`config.mk`:
```
export PLATFORM = sky130hd
export DESIGN_NAME = afc_ram
export DESIGN_NICKNAME = d
export VERILOG_FILES = /design/src/rtl/afc_ram.sv
export SDC_FILE = /design/constraint.sdc
export NUM_CORES = 1
export LEC_CHECK = 0
export ABC_AREA = 1
export BUFFER_PORTS_ARGS = -buffer_cell sky130_fd_sc_hd__buf_4
export CAP_MARGIN = 30
export CORE_AREA = 2 2 221 223
export CTS_CLUSTER_DIAMETER = 50
export DETAILED_ROUTE_END_ITERATION = 8
export DIE_AREA = 0 0 223 225
export GPL_ROUTABILITY_DRIVEN = 0
export PLACE_DENSITY_LB_ADDON = 0.25
export SYNTH_ARGS = -nofsm -noshare
export SYNTH_HDL_FRONTEND = slang
export SYNTH_SLANG_ARGS = --single-unit
```
`constraint.sdc`:
```
create_clock -name aclk -period 4.85 [get_ports aclk]
set_input_delay 0.485 -clock aclk [delete_from_list [all_inputs] [get_ports aclk]]
set_output_delay 0.485 -clock aclk [all_outputs]
set_load 0.01 [all_outputs]
```
`src/rtl/afc_ram.sv`:
```
// ----------------------------------------------------------------------------
// afc_ram
// Generic simple dual-port RAM: one write port, one read port, registered read.
// ----------------------------------------------------------------------------
module afc_ram #(
    parameter int WIDTH = 8,
    parameter int DEPTH = 64,
    parameter int AW    = (DEPTH > 1) ? $clog2(DEPTH) : 1
) (
    input  logic             aclk,
    input  logic             we,
    input  logic [AW-1:0]    waddr,
    input  logic [WIDTH-1:0] wdata,
    input  logic [AW-1:0]    raddr,
    output logic [WIDTH-1:0] rdata
);

    logic [WIDTH-1:0] mem [DEPTH];
    logic [WIDTH-1:0] rdata_reg;

    always_ff @(posedge aclk) begin
        if (we) begin
            mem[waddr] <= wdata;
        end
        rdata_reg <= mem[raddr];
    end

    assign rdata = rdata_reg;

endmodule

```
==> results.toml <==
[status]
status = "finished clean"

[cts]
cts_resized = 0
htreeDepth = 2
cts_setup_buffers = 0
clkSlewWorstSetupHoldPaths_ns = 0.06
cts_buffers = 52
cts_hold_buf = 0
clkSinkCount = 520
clk_latency_ns = 0.59
cts_tree = "yes"
cts_root_buffer = "clkbuf_16"
clockBufferDepth = 3

[route]
ant_nets = 0
via_per_inst = 5.58
drt-initial-drc-count = 1584
drc = 0
wirelength_um = 52700
avgRoutedWirePerCell_um = 21.5
num_vias = 13662
drtPass1Iterations = 6

[setup_path]
crit_path_start_kind = "primary input"
cp.required_ns = 5.33
path_max_fanout = 72
worstSetupPathType = "in2reg"
crit_path_end_kind = "flop"
cp_data_arrival_time_ns = 2.99

[synthesis]
syn_inst = 1805
synth-seq-area-share_pct = 72.8
yosys_register_bits = 520
synthTopCellsByArea = "edfxtp_1 (72%), nand2_1 (11%), nand3_1 (10%)"
yosys_warnings = 0
avgSynthCellArea_um2 = 11.8
synth_cell_types = 16
synth_top_area_share_pct = 72.0
netlist_area_um2 = 21300
synth_top_area_cell = "edfxtp_1"
syn_nets = 1827

[die]
die_area_um2 = 50200
die_y_um = 225
core-area_um2 = 47500
pin_count = 30
num_rows = 80
start_util_pct = 44.9
die_x_um = 223

[timing]
tns_ns = 0
skew_ns = 0.0159
setup_viol = 0
holdWs_ns = 0.253
hold_viol_final = 0
fin_crit_sh_pct = 51.7
slew_viol_final = 0
maxSlewHeadroom_pct = 32.0
max_freq_mhz = 399
tightest_slew_ns = 1.02
min_period_ns = 2.51
rsz0062_at_grt = "false"

[power_and_ir_drop]
powerDensity_nw_per_um2 = 403
p_leak_nw = 8.28
power_mw = 9.39
vdd_drop_max_mv = 0.255

[place]
hpwlAfterDp_um = 29100
numPortBuffers = 29

[finish]
areaGrowthSynthToFinish_pct = 9.21
multi_input_area_um2 = 4950
n_fill_cell = 4229
largest_reg_flops = 512
nets = 1815
drive_gt1_share_pct = 6.44
seq_area_um2 = 15500
mostFrequentLayoutCell = "nand2_1"
layout_common_cells = "nand2_1 (648), edfxtp_1 (512), nand3_1 (439)"

[grt]
grt_pass1_vias = 13212
grt_overflow = 0
gr-usage-all-layers_pct = 21.3
grt_first_pass_wirelength_um = 81300
grt_start_max_net_pins = 189
antenna_found_initial = 2

[run]
maxCapViolCount = 0

[worst_hold_path]
hold_path_class = "in2reg"
-- worst max-delay path, cell delays in order --
cell	delay [ns]
buf_4	0.59
buf_4	0.86
nand3_1	0.25
nand3_1	0.15
nand2_1	0.10
nand2_1	0.11
nand3_1	0.14
nand3_1	0.18
nand2_1	0.06
-- layout make-up --
class	instances	share of cell area, %
Sequential cell	520	66.7
Multi-Input combinational cell	1160	21.2
Clock buffer	67	5.92
Tap cell	615	3.30
Timing Repair Buffer	47	1.76
Clock inverter	25	0.897
Inverter	12	0.225
Antenna cell	2	0.0215
-- final timing paths --
kind	from	endpoint	slack [ns]	cells past startpoint
max	raddr[1]	rdata[3]	2.34	9
min	raddr[5]	rdata[7]	0.25	3
max reg2reg	mem[59][3]	rdata[3]	3.41	8
min reg2reg	mem[44][7]	rdata[7]	0.82	8
-- through the flow --
stage,utilization (%),setup slack [ns],instances,instance area (um^2)
final,49.0,2.34,2448,23300
after global routing,49.0,2.21,2446,23300
after CTS,48.9,2.33,2445,23300
after detailed placement,45.6,1.72,2353,21700
after global placement,45.6,1.73,2352,21700
after floorplan,-,2.60,1805,21300
-- synth_stat cells --
cell      number
buf_1         10
buf_2         37
buf_4         14
buf_6         35
buf_8          2
clkbuf_1      15
dfxtp_1        8
edfxtp_1     512
inv_1         10
inv_2          1
inv_6          1
nand2_1      648
nand3_1      439
nand4_1        9
nor2_1        56
nor4_1         8
-- per-layer routing --
layer	wire length, um	GRT usage (%)
met5	30	0
met3	4010	4.34
met4	1170	5.89
met1	23500	30.5
met2	24000	33.1
-- cells by family (layout without fill, tap and decap cells) --
group,Yosys count,count (layout),share of synthesized area [%]
AND/OR/NAND/NOR,1160,1160,23.2
flip-flops,520,520,72.8
buffers and inverters,125,151,4.02
other,0,2,0
-- where the power goes --
part	internal (mW)	leakage, nW	switching [mW]
combinational	0.140	2.83	0.426
clock	2.16	0.775	1.67
sequential	4.97	4.67	0.0182
(Power assumes the default switching activity.)
